--- src/hw/rtl/i2cms_pkg.sv ---
// Shared types, opcodes and sequence tables for the I2C master byte sequencer.
`default_nettype none

package i2cms_pkg;

  localparam int unsigned PHASE_W = 5;
  localparam logic [PHASE_W-1:0] PHASE_IDLE = 5'd31;
  localparam logic [PHASE_W-1:0] LOOP_BODY  = 5'd2;
  localparam logic [PHASE_W-1:0] STOP_ENTRY = 5'd9;
  localparam logic [PHASE_W-1:0] ACK_TAIL   = 5'd18;
  localparam int unsigned PROG_MAX = 20;

  localparam logic [7:0] TICKS_RESET   = 8'd1;
  localparam logic [7:0] TIMEOUT_RESET = 8'd20;

  typedef enum logic [2:0] {
    OP_START    = 3'd0,
    OP_STOP     = 3'd1,
    OP_WRITE    = 3'd2,
    OP_READ     = 3'd3,
    OP_ACK      = 3'd4,
    OP_NACK     = 3'd5,
    OP_WAIT_ACK = 3'd6,
    OP_NONE     = 3'd7
  } op_t;

  typedef enum logic [3:0] {
    S_SCL0, S_SCL1, S_SDA0, S_SDA1, S_OUT, S_IN, S_DLY, S_BIT,
    S_SCL1S, S_DLOOP, S_POLL, S_PDLY
  } step_t;

  // Register addresses (byte addresses, word aligned).
  localparam logic [2:0] ADDR_TICKS   = 3'd0;
  localparam logic [2:0] ADDR_TIMEOUT = 3'd4;

  typedef struct packed {
    logic [7:0] ticks_per_us;
    logic [7:0] ack_timeout;
  } cfg_t;

  typedef struct packed {
    logic [PHASE_W-1:0] phase;
    logic [2:0]         active_op;
    logic [2:0]         bit_count;
    logic [7:0]         shift_reg;
    logic [7:0]         delay_count;
    logic [7:0]         poll_count;
    logic               scl_level;
    logic               sda_level;
    logic               sda_enable;
    logic [7:0]         last_read;
    logic               timeout_flag;
  } seq_state_t;

  typedef struct packed {
    logic       ack_missing;
    logic [7:0] read_data;
    logic       done_res;
    logic       busy_res;
    logic       sda_drive;
    logic       sda_out;
    logic       scl;
  } result_t;

  localparam seq_state_t STATE_RESET = '{
    phase: PHASE_IDLE, active_op: 3'd0, bit_count: 3'd0, shift_reg: 8'd0,
    delay_count: 8'd0, poll_count: 8'd0, scl_level: 1'b1, sda_level: 1'b1,
    sda_enable: 1'b1, last_read: 8'd0, timeout_flag: 1'b0
  };

  // Pin step programs, one row per opcode except OP_NONE; short rows are padded.
  localparam step_t PROG [7][PROG_MAX] = '{
    '{S_OUT, S_SCL0, S_SDA1, S_SCL1, S_DLY, S_DLY, S_SDA0, S_DLY, S_SCL0,
      S_SCL0, S_SCL0, S_SCL0, S_SCL0, S_SCL0, S_SCL0, S_SCL0, S_SCL0, S_SCL0,
      S_SCL0, S_SCL0},
    '{S_OUT, S_SCL0, S_SDA0, S_SCL1, S_DLY, S_DLY, S_SDA1, S_DLY, S_SCL0,
      S_SCL0, S_SCL0, S_SCL0, S_SCL0, S_SCL0, S_SCL0, S_SCL0, S_SCL0, S_SCL0,
      S_SCL0, S_SCL0},
    '{S_OUT, S_SCL0, S_SCL0, S_BIT, S_DLY, S_DLY, S_SCL1, S_DLY, S_DLOOP,
      S_SCL0, S_SCL0, S_SCL0, S_SCL0, S_SCL0, S_SCL0, S_SCL0, S_SCL0, S_SCL0,
      S_SCL0, S_SCL0},
    '{S_IN, S_SCL0, S_SCL0, S_DLY, S_SCL1S, S_DLOOP, S_SCL0, S_OUT,
      S_SCL0, S_SCL0, S_SCL0, S_SCL0, S_SCL0, S_SCL0, S_SCL0, S_SCL0, S_SCL0,
      S_SCL0, S_SCL0, S_SCL0},
    '{S_OUT, S_SCL0, S_SDA0, S_DLY, S_SCL1, S_DLY, S_SCL0,
      S_SCL0, S_SCL0, S_SCL0, S_SCL0, S_SCL0, S_SCL0, S_SCL0, S_SCL0, S_SCL0,
      S_SCL0, S_SCL0, S_SCL0, S_SCL0},
    '{S_OUT, S_SCL0, S_SDA1, S_DLY, S_SCL1, S_DLY, S_SCL0, S_SDA0,
      S_SCL0, S_SCL0, S_SCL0, S_SCL0, S_SCL0, S_SCL0, S_SCL0, S_SCL0, S_SCL0,
      S_SCL0, S_SCL0, S_SCL0},
    '{S_OUT, S_SCL0, S_SDA1, S_DLY, S_IN, S_DLY, S_SCL1, S_POLL, S_PDLY,
      S_OUT, S_SCL0, S_SDA0, S_SCL1, S_DLY, S_DLY, S_SDA1, S_DLY, S_SCL0,
      S_SCL0, S_OUT}
  };

  function automatic logic [PHASE_W-1:0] prog_len(input logic [2:0] op);
    logic [PHASE_W-1:0] len;
    unique case (op_t'(op))
      OP_START:    len = 5'd9;
      OP_STOP:     len = 5'd9;
      OP_WRITE:    len = 5'd10;
      OP_READ:     len = 5'd8;
      OP_ACK:      len = 5'd7;
      OP_NACK:     len = 5'd8;
      OP_WAIT_ACK: len = 5'd20;
      default:     len = 5'd0;
    endcase
    return len;
  endfunction

  function automatic step_t prog_step(input logic [2:0] op, input logic [PHASE_W-1:0] ph);
    step_t s;
    s = S_SCL0;
    if (op != OP_NONE && ph < PHASE_W'(PROG_MAX)) begin
      s = PROG[op][ph];
    end
    return s;
  endfunction

endpackage

`default_nettype wire

--- src/hw/rtl/i2cms_cfg.sv ---
// APB register block holding the tick rate and acknowledge timeout settings.
`default_nettype none

module i2cms_cfg (
  input  wire logic               clk,
  input  wire logic               rst,
  input  wire logic               psel,
  input  wire logic               penable,
  input  wire logic               pwrite,
  input  wire logic [2:0]         paddr,
  input  wire logic [31:0]        pwdata,
  output logic [31:0]             prdata,
  output logic                    pready,
  output i2cms_pkg::cfg_t         cfg
);

  logic wr_en;

  assign pready = 1'b1;
  assign wr_en  = psel && penable && pwrite && pready;

  // Only bit 2 of the address selects a register; the low bits are ignored.
  always_ff @(posedge clk) begin
    if (rst) begin
      cfg.ticks_per_us <= i2cms_pkg::TICKS_RESET;
      cfg.ack_timeout  <= i2cms_pkg::TIMEOUT_RESET;
    end else if (wr_en) begin
      if (paddr[2] == i2cms_pkg::ADDR_TIMEOUT[2]) begin
        cfg.ack_timeout <= pwdata[7:0];
      end else begin
        cfg.ticks_per_us <= pwdata[7:0];
      end
    end
  end

  always_comb begin
    if (paddr[2] == i2cms_pkg::ADDR_TIMEOUT[2]) begin
      prdata = {24'd0, cfg.ack_timeout};
    end else begin
      prdata = {24'd0, cfg.ticks_per_us};
    end
  end

endmodule

`default_nettype wire

--- src/hw/rtl/i2cms_step.sv ---
// Combinational single-tick step of the pin sequencer: next state and result.
`default_nettype none

module i2cms_step (
  input  i2cms_pkg::seq_state_t st,
  input  i2cms_pkg::cfg_t       cfg,
  input  wire logic             cmd_valid,
  input  wire logic [2:0]       operation,
  input  wire logic [7:0]       write_data,
  input  wire logic             sda_in,
  output i2cms_pkg::seq_state_t st_next,
  output i2cms_pkg::result_t    res
);

  logic [7:0] tpu;
  logic       elapsed;
  logic [5:0] nxt;
  logic [4:0] len;
  logic       done;

  assign tpu = (cfg.ticks_per_us == 8'd0) ? 8'd1 : cfg.ticks_per_us;

  always_comb begin
    st_next = st;
    done    = 1'b0;
    nxt     = 6'd0;
    len     = 5'd0;

    if (st.phase == i2cms_pkg::PHASE_IDLE && cmd_valid && operation != i2cms_pkg::OP_NONE) begin
      st_next.active_op   = operation;
      st_next.phase       = 5'd0;
      st_next.bit_count   = 3'd0;
      st_next.delay_count = 8'd0;
      st_next.poll_count  = 8'd0;
      st_next.shift_reg   = (operation == i2cms_pkg::OP_WRITE) ? write_data : 8'd0;
      if (operation == i2cms_pkg::OP_WAIT_ACK) begin
        st_next.timeout_flag = 1'b0;
      end
    end

    // A delay unit ends on the tick whose count reaches ticks_per_us.
    elapsed = ({1'b0, st_next.delay_count} + 9'd1) >= {1'b0, tpu};

    if (st_next.phase != i2cms_pkg::PHASE_IDLE) begin
      len = i2cms_pkg::prog_len(st_next.active_op);
      nxt = {1'b0, st_next.phase} + 6'd1;
      if (st_next.phase < len) begin
        case (i2cms_pkg::prog_step(st_next.active_op, st_next.phase))
          i2cms_pkg::S_SCL0: st_next.scl_level  = 1'b0;
          i2cms_pkg::S_SCL1: st_next.scl_level  = 1'b1;
          i2cms_pkg::S_SDA0: st_next.sda_level  = 1'b0;
          i2cms_pkg::S_SDA1: st_next.sda_level  = 1'b1;
          i2cms_pkg::S_OUT:  st_next.sda_enable = 1'b1;
          i2cms_pkg::S_IN:   st_next.sda_enable = 1'b0;
          i2cms_pkg::S_DLY: begin
            if (elapsed) begin
              st_next.delay_count = 8'd0;
            end else begin
              st_next.delay_count = st_next.delay_count + 8'd1;
              nxt = {1'b0, st_next.phase};
            end
          end
          i2cms_pkg::S_BIT: begin
            st_next.sda_level = st_next.shift_reg[7];
            st_next.shift_reg = {st_next.shift_reg[6:0], 1'b0};
          end
          i2cms_pkg::S_SCL1S: begin
            st_next.scl_level = 1'b1;
            st_next.shift_reg = {st_next.shift_reg[6:0], sda_in};
          end
          i2cms_pkg::S_DLOOP: begin
            if (!elapsed) begin
              st_next.delay_count = st_next.delay_count + 8'd1;
              nxt = {1'b0, st_next.phase};
            end else begin
              st_next.delay_count = 8'd0;
              if (st_next.bit_count != 3'd7) begin
                st_next.bit_count = st_next.bit_count + 3'd1;
                nxt = {1'b0, i2cms_pkg::LOOP_BODY};
              end
            end
          end
          i2cms_pkg::S_POLL: begin
            if (!sda_in) begin
              nxt = {1'b0, i2cms_pkg::ACK_TAIL};
            end
          end
          i2cms_pkg::S_PDLY: begin
            if (!elapsed) begin
              st_next.delay_count = st_next.delay_count + 8'd1;
              nxt = {1'b0, st_next.phase};
            end else begin
              st_next.delay_count = 8'd0;
              st_next.poll_count  = st_next.poll_count + 8'd1;
              if (({1'b0, st.poll_count} + 9'd1) >= {1'b0, cfg.ack_timeout}) begin
                st_next.timeout_flag = 1'b1;
                nxt = {1'b0, i2cms_pkg::STOP_ENTRY};
              end else begin
                nxt = {1'b0, st_next.phase} - 6'd1;
              end
            end
          end
          default: ;
        endcase
      end
      if (nxt >= {1'b0, len}) begin
        st_next.phase = i2cms_pkg::PHASE_IDLE;
        done = 1'b1;
        if (st_next.active_op == i2cms_pkg::OP_READ) begin
          st_next.last_read = st_next.shift_reg;
        end
      end else begin
        st_next.phase = nxt[4:0];
      end
    end
  end

  always_comb begin
    res.scl         = st_next.scl_level;
    res.sda_out     = st_next.sda_level;
    res.sda_drive   = st_next.sda_enable;
    res.busy_res    = (st_next.phase != i2cms_pkg::PHASE_IDLE);
    res.done_res    = done;
    res.read_data   = st_next.last_read;
    res.ack_missing = st_next.timeout_flag;
  end

endmodule

`default_nettype wire

--- src/hw/rtl/i2c_master_byte_sequencer.sv ---
// Top level of the I2C master pin sequencer: stream ports, state and result registers.
// The result beat for an input beat is registered and appears in the cycle after the beat is accepted.
// Throughput: one input beat per cycle; input is taken whenever the result register is
// empty or its beat is taken in the same cycle, so the result register is the only stall.
// Reset (rst, synchronous, active high) idles the sequencer with SCL and SDA high and SDA
// driven, clears the result valid flag and restores the register defaults (1 tick, 20 units).
`default_nettype none

module i2c_master_byte_sequencer (
  input  wire logic        clk,
  input  wire logic        rst,
  // Input stream.
  input  wire logic        s_tvalid,
  output logic             s_tready,
  input  wire logic [15:0] s_tdata,   // [7:0] write_data, [8] sda_in, [15:9] zero
  input  wire logic [3:0]  s_tuser,   // [0] cmd_valid, [3:1] operation
  // Result stream.
  output logic             m_tvalid,
  input  wire logic        m_tready,
  output logic [15:0]      m_tdata,   // [0] scl, [1] sda_out, [2] sda_drive, [3] busy_res,
                                      // [4] done_res, [12:5] read_data, [13] ack_missing
  // Configuration port.
  input  wire logic        psel,
  input  wire logic        penable,
  input  wire logic        pwrite,
  input  wire logic [2:0]  paddr,
  input  wire logic [31:0] pwdata,
  output logic [31:0]      prdata,
  output logic             pready
);

  i2cms_pkg::cfg_t       cfg;
  i2cms_pkg::seq_state_t st;
  i2cms_pkg::seq_state_t st_next;
  i2cms_pkg::result_t    res;
  logic                  in_beat;

  i2cms_cfg u_cfg (
    .clk     (clk),
    .rst     (rst),
    .psel    (psel),
    .penable (penable),
    .pwrite  (pwrite),
    .paddr   (paddr),
    .pwdata  (pwdata),
    .prdata  (prdata),
    .pready  (pready),
    .cfg     (cfg)
  );

  // Every input beat is one timebase tick; the step logic computes the whole
  // tick from the current state, and the result lands in the output register.
  i2cms_step u_step (
    .st         (st),
    .cfg        (cfg),
    .cmd_valid  (s_tuser[0]),
    .operation  (s_tuser[3:1]),
    .write_data (s_tdata[7:0]),
    .sda_in     (s_tdata[8]),
    .st_next    (st_next),
    .res        (res)
  );

  assign s_tready = !m_tvalid || m_tready;
  assign in_beat  = s_tvalid && s_tready;

  // The sequencer state moves only on an accepted tick.
  always_ff @(posedge clk) begin
    if (rst) begin
      st <= i2cms_pkg::STATE_RESET;
    end else if (in_beat) begin
      st <= st_next;
    end
  end

  always_ff @(posedge clk) begin
    if (rst) begin
      m_tvalid <= 1'b0;
    end else if (in_beat) begin
      m_tvalid <= 1'b1;
    end else if (m_tready) begin
      m_tvalid <= 1'b0;
    end
  end

  // The payload register needs no reset; it is only read while m_tvalid is high.
  always_ff @(posedge clk) begin
    if (in_beat) begin
      m_tdata <= {2'b00, res.ack_missing, res.read_data, res.done_res, res.busy_res,
                  res.sda_drive, res.sda_out, res.scl};
    end
  end

`ifndef NO_ASSERTIONS
  a_phase_in_program: assert property (@(posedge clk) disable iff (rst)
    st.phase != i2cms_pkg::PHASE_IDLE |-> st.phase < i2cms_pkg::prog_len(st.active_op))
    else $error("sequencer phase beyond the program of the active command");

  a_done_not_busy: assert property (@(posedge clk) disable iff (rst)
    m_tvalid |-> !(m_tdata[4] && m_tdata[3]))
    else $error("result reports done and busy together");

  a_beat_gives_result: assert property (@(posedge clk) disable iff (rst)
    in_beat |=> m_tvalid)
    else $error("accepted tick produced no result beat");

  a_busy_tracks_state: assert property (@(posedge clk) disable iff (rst)
    $past(in_beat) && !$past(rst) |-> m_tdata[3] == (st.phase != i2cms_pkg::PHASE_IDLE))
    else $error("busy flag disagrees with the sequencer state");
`endif

endmodule

`default_nettype wire
--- config.mk ---
export PLATFORM = sky130hd
export DESIGN_NAME = i2c_master_byte_sequencer
export DESIGN_NICKNAME = d
export VERILOG_FILES = /design/src/hw/rtl/i2cms_pkg.sv /design/src/hw/rtl/i2cms_cfg.sv /design/src/hw/rtl/i2cms_step.sv /design/src/hw/rtl/i2c_master_byte_sequencer.sv
export SDC_FILE = /design/constraint.sdc
export NUM_CORES = 1
export LEC_CHECK = 0
export ABC_CLOCK_PERIOD_IN_PS = 18700
export BUFFER_PORTS_ARGS = -buffer_cell sky130_fd_sc_hd__buf_2
export CAP_MARGIN = 40
export CORE_MARGIN = 5
export CORE_UTILIZATION = 60
export CTS_BUF_LIST = sky130_fd_sc_hd__clkbuf_4
export DETAILED_ROUTE_END_ITERATION = 8
export PLACE_DENSITY = 0.95
export RECOVER_POWER = 25
export SYNTH_ARGS = -nofsm -noshare
export SYNTH_HDL_FRONTEND = slang
export SYNTH_HIERARCHICAL = 1
export SYNTH_SLANG_ARGS = --single-unit
--- constraint.sdc ---
create_clock -name clk -period 18.7 [get_ports clk]
set_input_delay 1.87 -clock clk [delete_from_list [all_inputs] [get_ports clk]]
set_output_delay 1.87 -clock clk [all_outputs]
set_load 0.02 [all_outputs]
Word level (Yosys, flattened, before mapping)
Memories as Yosys holds them, arrays and structs flattened.
Index checks and enable logic that the tools add are counted.
- bits in registers: 78
- memory bits (read-only): 640
- bits of input ports: 62
- word-level logic and storage cells: 126
- memories kept: 1
- $add $sub $neg: 7
- order comparisons: 7
- eq/ne operators: 25
- muxes and demuxes: 49
- bitwise gates (word level): 3
- reduce and logical (&&, ||, !) cells: 18
- memory list (name ; depth ; bits a word ; read ports ; clocked after Yosys merged registers in ; wr ports ; RTL line ; RTL):
    (name not given) ; 8 ; 80 ; 1 ; 0 ; 0 ; i2cms_pkg.sv:115 ; s = PROG[op][ph];
- operator list (kind ; count):
    80-bit two-way mux ; 2
    8-bit two-way mux ; 9
    6-bit two-way mux ; 8
    39-bit two-way mux ; 1
    35-bit two-way mux ; 1
    30-bit two-way mux ; 1
    5-bit one-hot mux with 5 select lines ; 1
    6-bit one-hot mux with 4 select lines ; 1
    4-bit binary-select mux with 5-bit select ; 1
    4-bit two-way mux ; 5
    8-bit by 1-bit adder with 9-bit output (second input constant) ; 2
    9-bit by 8-bit greater-or-equal comparator with 1-bit output ; 2
    8-bit by 1-bit adder with 8-bit output (second input constant) ; 2
    4-bit by 3-bit equality test with 1-bit output (second input constant) ; 4
    4-bit equality test (second input constant) ; 4
    8-bit one-hot mux with 2 select lines ; 1
    5-bit two-way mux ; 3
    3-bit equality test (second input constant) ; 4
    5-bit != test (second input constant) ; 2
    3-bit by 2-bit equality test with 1-bit output (second input constant) ; 3
    1-bit two-way mux ; 9
    3-bit two-way mux ; 3
    3-bit != test (second input constant) ; 3
    4-bit by 2-bit equality test with 1-bit output (second input constant) ; 2
    26 further kinds ; 35

Longest topological paths before layout
Gate-level depths: netlist of the first run.
- depth after elaboration: 22
- gate-level depth with buffers: 33
- depth with buffers taken out: 31

Hierarchy
Netlist of the first run, hierarchy kept.
- modules (own cells, without submodules) (module ; times used ; cells each ; area an instance (sq um) ; seq. area each (sq um)):
    i2cms_step ; 1 ; 500 ; 3329.4 ; 0.0
    i2c_master_byte_sequencer ; 1 ; 235 ; 2507.4 ; 1381.3
    i2cms_cfg ; 1 ; 103 ; 1014.7 ; 320.3

Least setup slack after synthesis of the first run
Ideal clock, no wire load.
- path type: input port to flip-flop
- start point: input port s_tuser[0]
- end point: register st[1] (netlist name)
- data arrival time: 7.315 ns
- data required time: 18.568 ns
- slack: 11.253 ns
- cell stages on the path: 32
- buffers on the path: 3
- cells stage by stage: and3_1 -> clkbuf_1 -> nand3_1 -> clkbuf_1 -> mux2i_1 -> inv_1 -> ha_1 -> or3_1 -> a21oi_1 -> ha_1 -> a21o_1 -> a21oi_1 -> o21ai_0 -> a21oi_1 -> o21ai_2 -> nor3_1 -> o21ai_1 -> o21a_1 -> ha_1 -> nand2b_1 -> a21o_1 -> a21oi_1 -> nor2b_1 -> o21ai_0 -> nand2_1 -> nand2b_1 -> nor2_1 -> o211ai_1 -> o21a_1 -> buf_4 -> nand3_1 -> a21oi_1
- RTL lines (item ; RTL line ; RTL):
    start: declaration ; i2c_master_byte_sequencer.sv:16 ; input wire logic [3:0] s_tuser,

==> flow_metrics.tcl, run 1 <==
set metrics [dict create \
    cts_setup_buffers 0 \
    synth_area_um2 6850 \
    core_area_um2 11300 \
    r2r-start "st[43]" \
    min_period_over_period_pct 42.4 \
    cts-resized-gates 0 \
    fin_tns_setup_ns 0 \
    cp_common_cell "a21oi_1" \
    crit_path_max_fanout 28 \
    timing.slew.headroom_pct -125 \
    synth-edff-count 14 \
    grt-ovfl-total 0 \
    grt_first_pass_wirelength_um 26400 \
    synth.avg_cell_area_um2 8.18 \
    path_class "in2reg" \
    power_density_nw_per_um2 107 \
    clock-sinks 78 \
    num_rows 39 \
    violations "capacitance limit, slew limit" \
    routabilityCongestion 0.944 \
    hold_depth 2 \
    vias_per_cell 6.20 \
    slew_viol_final 84 \
    tightest_slew_ns 3.37 \
    numCtsBuffers 9 \
    cpPeakStageDelay_ns 0.47 \
    yosysUniqueCellTypes 83 \
    pin_count 113 \
    postCtsHoldBufs 0 \
    io_buffers 52 \
    synthArstFlopShare_pct 0 \
    syn_inst 838 \
    outcome "finished, violations left" \
    final_area_um2 6910 \
    maxCapViolCount 1 \
    areaGrowthSynthToFinish_pct 0.858 \
    ys_warn_count 6 \
    p_leak_nw 2.70 \
    cp-end-kind "flip-flop" \
    via_count 6104 \
    reg2reg_depth 30 \
    finalSetupViolations 0 \
    grt_pass1_vias 5714 \
    drc 0 \
    htreeDepth 3 \
    clk_latency_ns 0.46 \
    cts-root-buf "clkbuf_4" \
    cp.required_ns 19.05 \
    arrival_ns 8.28 \
    reg2reg_setup_slack_ns 11.51 \
    final_nets 935 \
    wl_um 16200 \
    hpwl_um 11300 \
    layout_commonest_cell "a21oi_1" \
    diodes 0 \
    antenna_found_initial 0 \
    start_util_pct 60.5 \
    cp_slowest_cell "mux2i_1" \
    rr_endpoint "st[3]" \
    clkTransAtPathRegs_ns 0.14 \
    grt_usage_pct 23.5 \
    yosysSeqAreaShare_pct 24.8 \
    startpoint_type "input pin" \
    clockBufferDepth 2 \
    hold-path-endpoint "u_cfg/cfg[1]" \
    fin_ws_ns 10.77 \
    die_h_um 117 \
    wire_per_inst_um 16.5 \
    drt_iter0_drc 522 \
    drtPass1Iterations 5 \
    placed_cell_area_um2 6800 \
    pre_cts_slack_ns 10.48 \
    dieArea_um2 13700 \
    irDropWorstVdd_v 0.0000887 \
    drive_gt1_share_pct 13.2 \
    die-width_um 117 \
    cts_tree "built" \
    fmax_mhz 126 \
    rsz0062_at_grt "false" \
    ys_ff_latch 78 \
    min_from "u_cfg/cfg[1]" \
    fin_crit_ns 7.93 \
    grt_max_degree 84 \
    hold_violations 0 \
    synth_flop_cell "dfxtp_1" \
    antenna_left 0 \
    final_cell_mix "a21oi_1 (76), nor2_1 (64), dfxtp_1 (64)" \
    min_path_type "reg2reg" \
    fin_skew_ns 0.0215 \
]
-- per-stage QoR --
step | total power, mW | hold slack [ns] | std cells | utilization [%]
after CTS | 0.726 | 0.513 | 983 | 61.1
after global routing | 0.793 | 0.536 | 984 | 61.0
after global placement | 0.618 | 0.470 | 966 | 60.0
after detailed placement | 0.631 | 0.489 | 967 | 60.0
final | 0.737 | 0.512 | 984 | 61.0
after floorplan | 0.553 | 0.458 | 862 | -
-- logic make-up (layout without fill, tap and decap cells) --
logic type	after synthesis	in the layout	synth area share [%]
adders and majority gates	37	37	6.76
muxes	57	57	8.66
buffers and inverters	135	114	11.3
DFF	78	78	24.8
and+or+nand+nor	287	287	22.2
AOI/OAI and AO/OA	214	214	22.6
xor gates and xnor gates	27	27	3.45
other	3	27	0.164
-- worst max-delay path, delay by kind of cell --
family                   cells  cell delay [ns]
AO/OA/AOI/OAI               12             2.00
AND/OR/NAND/NOR             10             1.89
buffers and inverters        4             0.92
adder cells (fa/ha/maj)      3             0.85
multiplexers                 2             0.74
-- sequential cells by signal, indices dropped and copies added, names as in the netlist --
name	flops
u_cfg/cfg	16
m_tdata	14
st	47
m_tvalid	1
-- layer usage --
| metal | track usage [%] | up-vias | share of wire, % |
|---|---|---|---|
| met5 | 0 | - | 0 |
| met4 | 8.03 | 0 | 2.2 |
| met3 | 3.96 | 41 | 7.7 |
| met2 | 41.5 | 293 | 49 |
| met1 | 29.1 | 2854 | 41 |
| li1 | - | 2916 | - |
-- how the worst max path moves through the flow --
| stage | from | to | slack, ns | cells past startpoint |
|---|---|---|---|---|
| floorplan | s_tuser[0] | st[1] | 11.25 | 32 |
| global placement | s_tuser[3] | st[1] | 10.49 | 31 |
| detailed placement | s_tuser[3] | st[3] | 10.48 | 31 |
| CTS | s_tuser[0] | st[3] | 10.98 | 31 |
| global route | s_tuser[3] | st[4] | 10.36 | 31 |
| finish | s_tuser[0] | st[3] | 10.77 | 31 |
-- report_power, final --
group	switching (mW)	leakage (nW)	internal, mW
Clock	0.0654	0.0552	0.0293
Combinational	0.285	2.00	0.157
Sequential	0.0130	0.650	0.187
Total	0.364	2.70	0.373
-- cell usage after synthesis (4+ instances only) --
library cell / count / area (um^2)
o21ai_1: 4 / 20.0
o221ai_1: 4 / 35.0
o21ai_0: 21 / 105
o21a_1: 8 / 60.1
nand2b_1: 29 / 181
ha_1: 37 / 463
a21oi_1: 76 / 380
o22ai_1: 4 / 25.0
and2_1: 10 / 62.6
nand3_1: 59 / 295
o31ai_1: 5 / 37.5
a21bo_1: 39 / 390
buf_2: 14 / 70.1
or2_2: 5 / 31.3
and3_1: 16 / 100
o211ai_1: 4 / 30.0
a31oi_1: 6 / 37.5
xnor2_1: 16 / 140
clkbuf_1: 25 / 93.8
nor3_1: 10 / 50.1
dfxtp_1: 64 / 1280
edfxtp_1: 14 / 420
inv_1: 37 / 139
buf_6: 10 / 113
mux2_2: 16 / 180
nand3b_1: 5 / 37.5
nand4_1: 10 / 62.6
mux2i_1: 39 / 390
nor2_1: 64 / 240
nand2_1: 45 / 169
buf_4: 42 / 315
nor2b_1: 6 / 37.5
nor3b_1: 4 / 30.0
xor2_1: 11 / 96.3
-- layout make-up --
cell class | instances | area [um^2]
multi-input cells | 649 | 4460
fillers | 991 | 4410
flip-flops and latches | 78 | 1700
repair buffers | 59 | 295
well taps | 143 | 179
inverters | 39 | 149
clock buffers | 10 | 75.1
clock inverters | 6 | 47.5
(Power assumes the default switching activity.)
==> run 2: changes to the inputs <==
--- a/config.mk
+++ b/config.mk
@@ -5,14 +5,14 @@
 export SDC_FILE = /design/constraint.sdc
 export NUM_CORES = 1
 export LEC_CHECK = 0
-export ABC_CLOCK_PERIOD_IN_PS = 18700
+export ABC_CLOCK_PERIOD_IN_PS = 7100
 export BUFFER_PORTS_ARGS = -buffer_cell sky130_fd_sc_hd__buf_2
 export CAP_MARGIN = 40
 export CORE_MARGIN = 5
-export CORE_UTILIZATION = 60
+export CORE_UTILIZATION = 54
 export CTS_BUF_LIST = sky130_fd_sc_hd__clkbuf_4
 export DETAILED_ROUTE_END_ITERATION = 8
-export PLACE_DENSITY = 0.95
+export PLACE_DENSITY = 0.92
 export RECOVER_POWER = 25
 export SYNTH_ARGS = -nofsm -noshare
 export SYNTH_HDL_FRONTEND = slang
==> constraint.sdc (replaced) <==
create_clock -name clk -period 7.1 [get_ports clk]
set_input_delay 0.71 -clock clk [delete_from_list [all_inputs] [get_ports clk]]
set_output_delay 0.71 -clock clk [all_outputs]
set_load 0.02 [all_outputs]
==> run 2 against run 1 <==
The run now ends clean. First-iteration DRC count increased by 27%. Critical path depth shrank 2. Clock skew up 0.0089 ns. Critical endpoint unchanged. Largest power group unchanged. Highest routed layer unchanged.
==> flow_metrics.tcl, run 2 (synthesized netlist as in run 1, its figures left out) <==
set metrics [dict create \
    outcome "finished clean" \
    wl_um 16700 \
    largest-register "st" \
    cts_setup_buffers 0 \
    hold_depth 3 \
    wire_per_inst_um 16.4 \
    crit_family "simple AND/OR/NAND/NOR gates" \
    hold_violations 0 \
    die-width_um 123 \
    start_util_pct 54.7 \
    cp_common_cell "a21oi_1" \
    fin_ws_ns 0.592 \
    rr_endpoint "st[3]" \
    path_class "reg2reg" \
    drive_gt1_share_pct 13.9 \
    io_buffers 52 \
    grt-ovfl-total 0 \
    maxCapViolCount 0 \
    drc 0 \
    cp_slowest_cell "mux2i_1" \
    numCtsBuffers 9 \
    clk_latency_ns 0.49 \
    cp-end-kind "flip-flop" \
    clockBufferDepth 2 \
    die_h_um 123 \
    final_cell_mix "a21oi_1 (76), nor2_1 (64), dfxtp_1 (64)" \
    grt_pass1_vias 5636 \
    cts_tree "built" \
    timing.slew.headroom_pct 42.2 \
    areaGrowthSynthToFinish_pct 3.29 \
    slew_viol_final 0 \
    cts-root-buf "clkbuf_4" \
    crit_path_max_fanout 7 \
    reg.largest.list "st (47), u_cfg/cfg (16), m_tdata (14)" \
    power_density_nw_per_um2 294 \
    core_area_um2 12500 \
    clkTransAtPathRegs_ns 0.16 \
    num_rows 41 \
    dieArea_um2 15000 \
    cts-resized-gates 0 \
    rsz0062_at_grt "false" \
    finalSetupViolations 0 \
    grt_max_degree 84 \
    reg2reg_depth 29 \
    r2r-start "st[46]" \
    placed_cell_area_um2 6910 \
    diodes 0 \
    hold-path-endpoint "u_cfg/cfg[10]" \
    routabilityCongestion 0.969 \
    pin_count 113 \
    drtPass1Iterations 5 \
    tightest_slew_ns 0.867 \
    fin_skew_ns 0.0305 \
    htreeDepth 3 \
    p_leak_nw 2.79 \
    min_path_type "in2reg" \
    reg2reg_setup_slack_ns 0.59 \
    cpPeakStageDelay_ns 0.45 \
    irDropWorstVdd_v 0.000143 \
    grt_usage_pct 22.1 \
    layout_commonest_cell "a21oi_1" \
    vias_per_cell 5.99 \
    final_area_um2 7080 \
    pre_cts_slack_ns 0.366 \
    via_count 6120 \
    grt_first_pass_wirelength_um 27000 \
    cp.required_ns 7.50 \
    fin_tns_setup_ns 0 \
    hpwl_um 11600 \
    startpoint_type "flip-flop" \
    clock-sinks 78 \
    min_period_over_period_pct 91.7 \
    fin_crit_ns 6.51 \
    antenna_found_initial 0 \
    postCtsHoldBufs 0 \
    min_from "pwdata[2]" \
    crit_buf_inv 2 \
    arrival_ns 6.91 \
    antenna_left 0 \
    fmax_mhz 154 \
    final_nets 943 \
    largest_register_ffs 47 \
    drt_iter0_drc 662 \
]
==> run 2: cell count changes in the layout (fill, tap and decap cells not counted) <==
cell and change:
clkinvlp_4 -4, buf_2 +1, buf_8 +1, inv_6 +1
bufinv_16 +3, clkbuf_4 -2, clkinv_1 +1, buf_4 +7
==> run 2: cell type report <==
| class | instances | area [um^2] |
|---|---|---|
| clock buffers | 9 | 67.6 |
| flip-flops and latches | 78 | 1700 |
| clock inverters | 7 | 120 |
| fillers | 1124 | 5440 |
| well taps | 172 | 215 |
| repair buffers | 67 | 360 |
| multi-input cells | 649 | 4460 |
| inverters | 39 | 149 |
==> run 2: how the worst max path moves through the flow <==
stage / start / cells after the start / slack, ns / endpoint
after floorplan: s_tuser[0] / 32 / 0.81 / st[1]
after global placement: s_tuser[0] / 29 / 0.29 / st[3]
after detailed placement: s_tuser[0] / 30 / 0.37 / st[6]
after CTS: st[46] / 29 / 0.77 / st[6]
after global routing: st[46] / 29 / 0.06 / st[6]
final: st[46] / 29 / 0.59 / st[3]
==> run 2: worst min-delay path, stage by stage <==
cell and delay, ns:
buf_2 0.10, nand2b_1 0.06, mux2i_1 0.06
==> run 2: per-layer routing <==
| metal | wire length, um | track usage, % |
|---|---|---|
| met1 | 7000 | 27.4 |
| met5 | 0 | 0 |
| met3 | 1150 | 4.65 |
| met4 | 528 | 9.66 |
| met2 | 8020 | 37.0 |
==> run 2: report_power, final <==
part           internal, mW  switching, mW  leakage [nW]
registers             0.492         0.0163         0.650
clock network         0.180          0.177        0.0986
logic                 0.431          0.785          2.04
==> run 2: metrics by stage <==
step / cells / power, mW / utilization (%) / hold WS (ns)
2_1_floorplan: 862 / 1.46 / - / 0.458
5_1_grt: 1021 / 2.22 / 56.5 / 0.482
3_5_place_dp: 1005 / 1.70 / 55.2 / 0.494
6_report: 1021 / 2.08 / 56.5 / 0.501
3_3_place_gp: 1002 / 1.67 / 55.0 / 0.473
4_1_cts: 1021 / 2.06 / 56.7 / 0.461
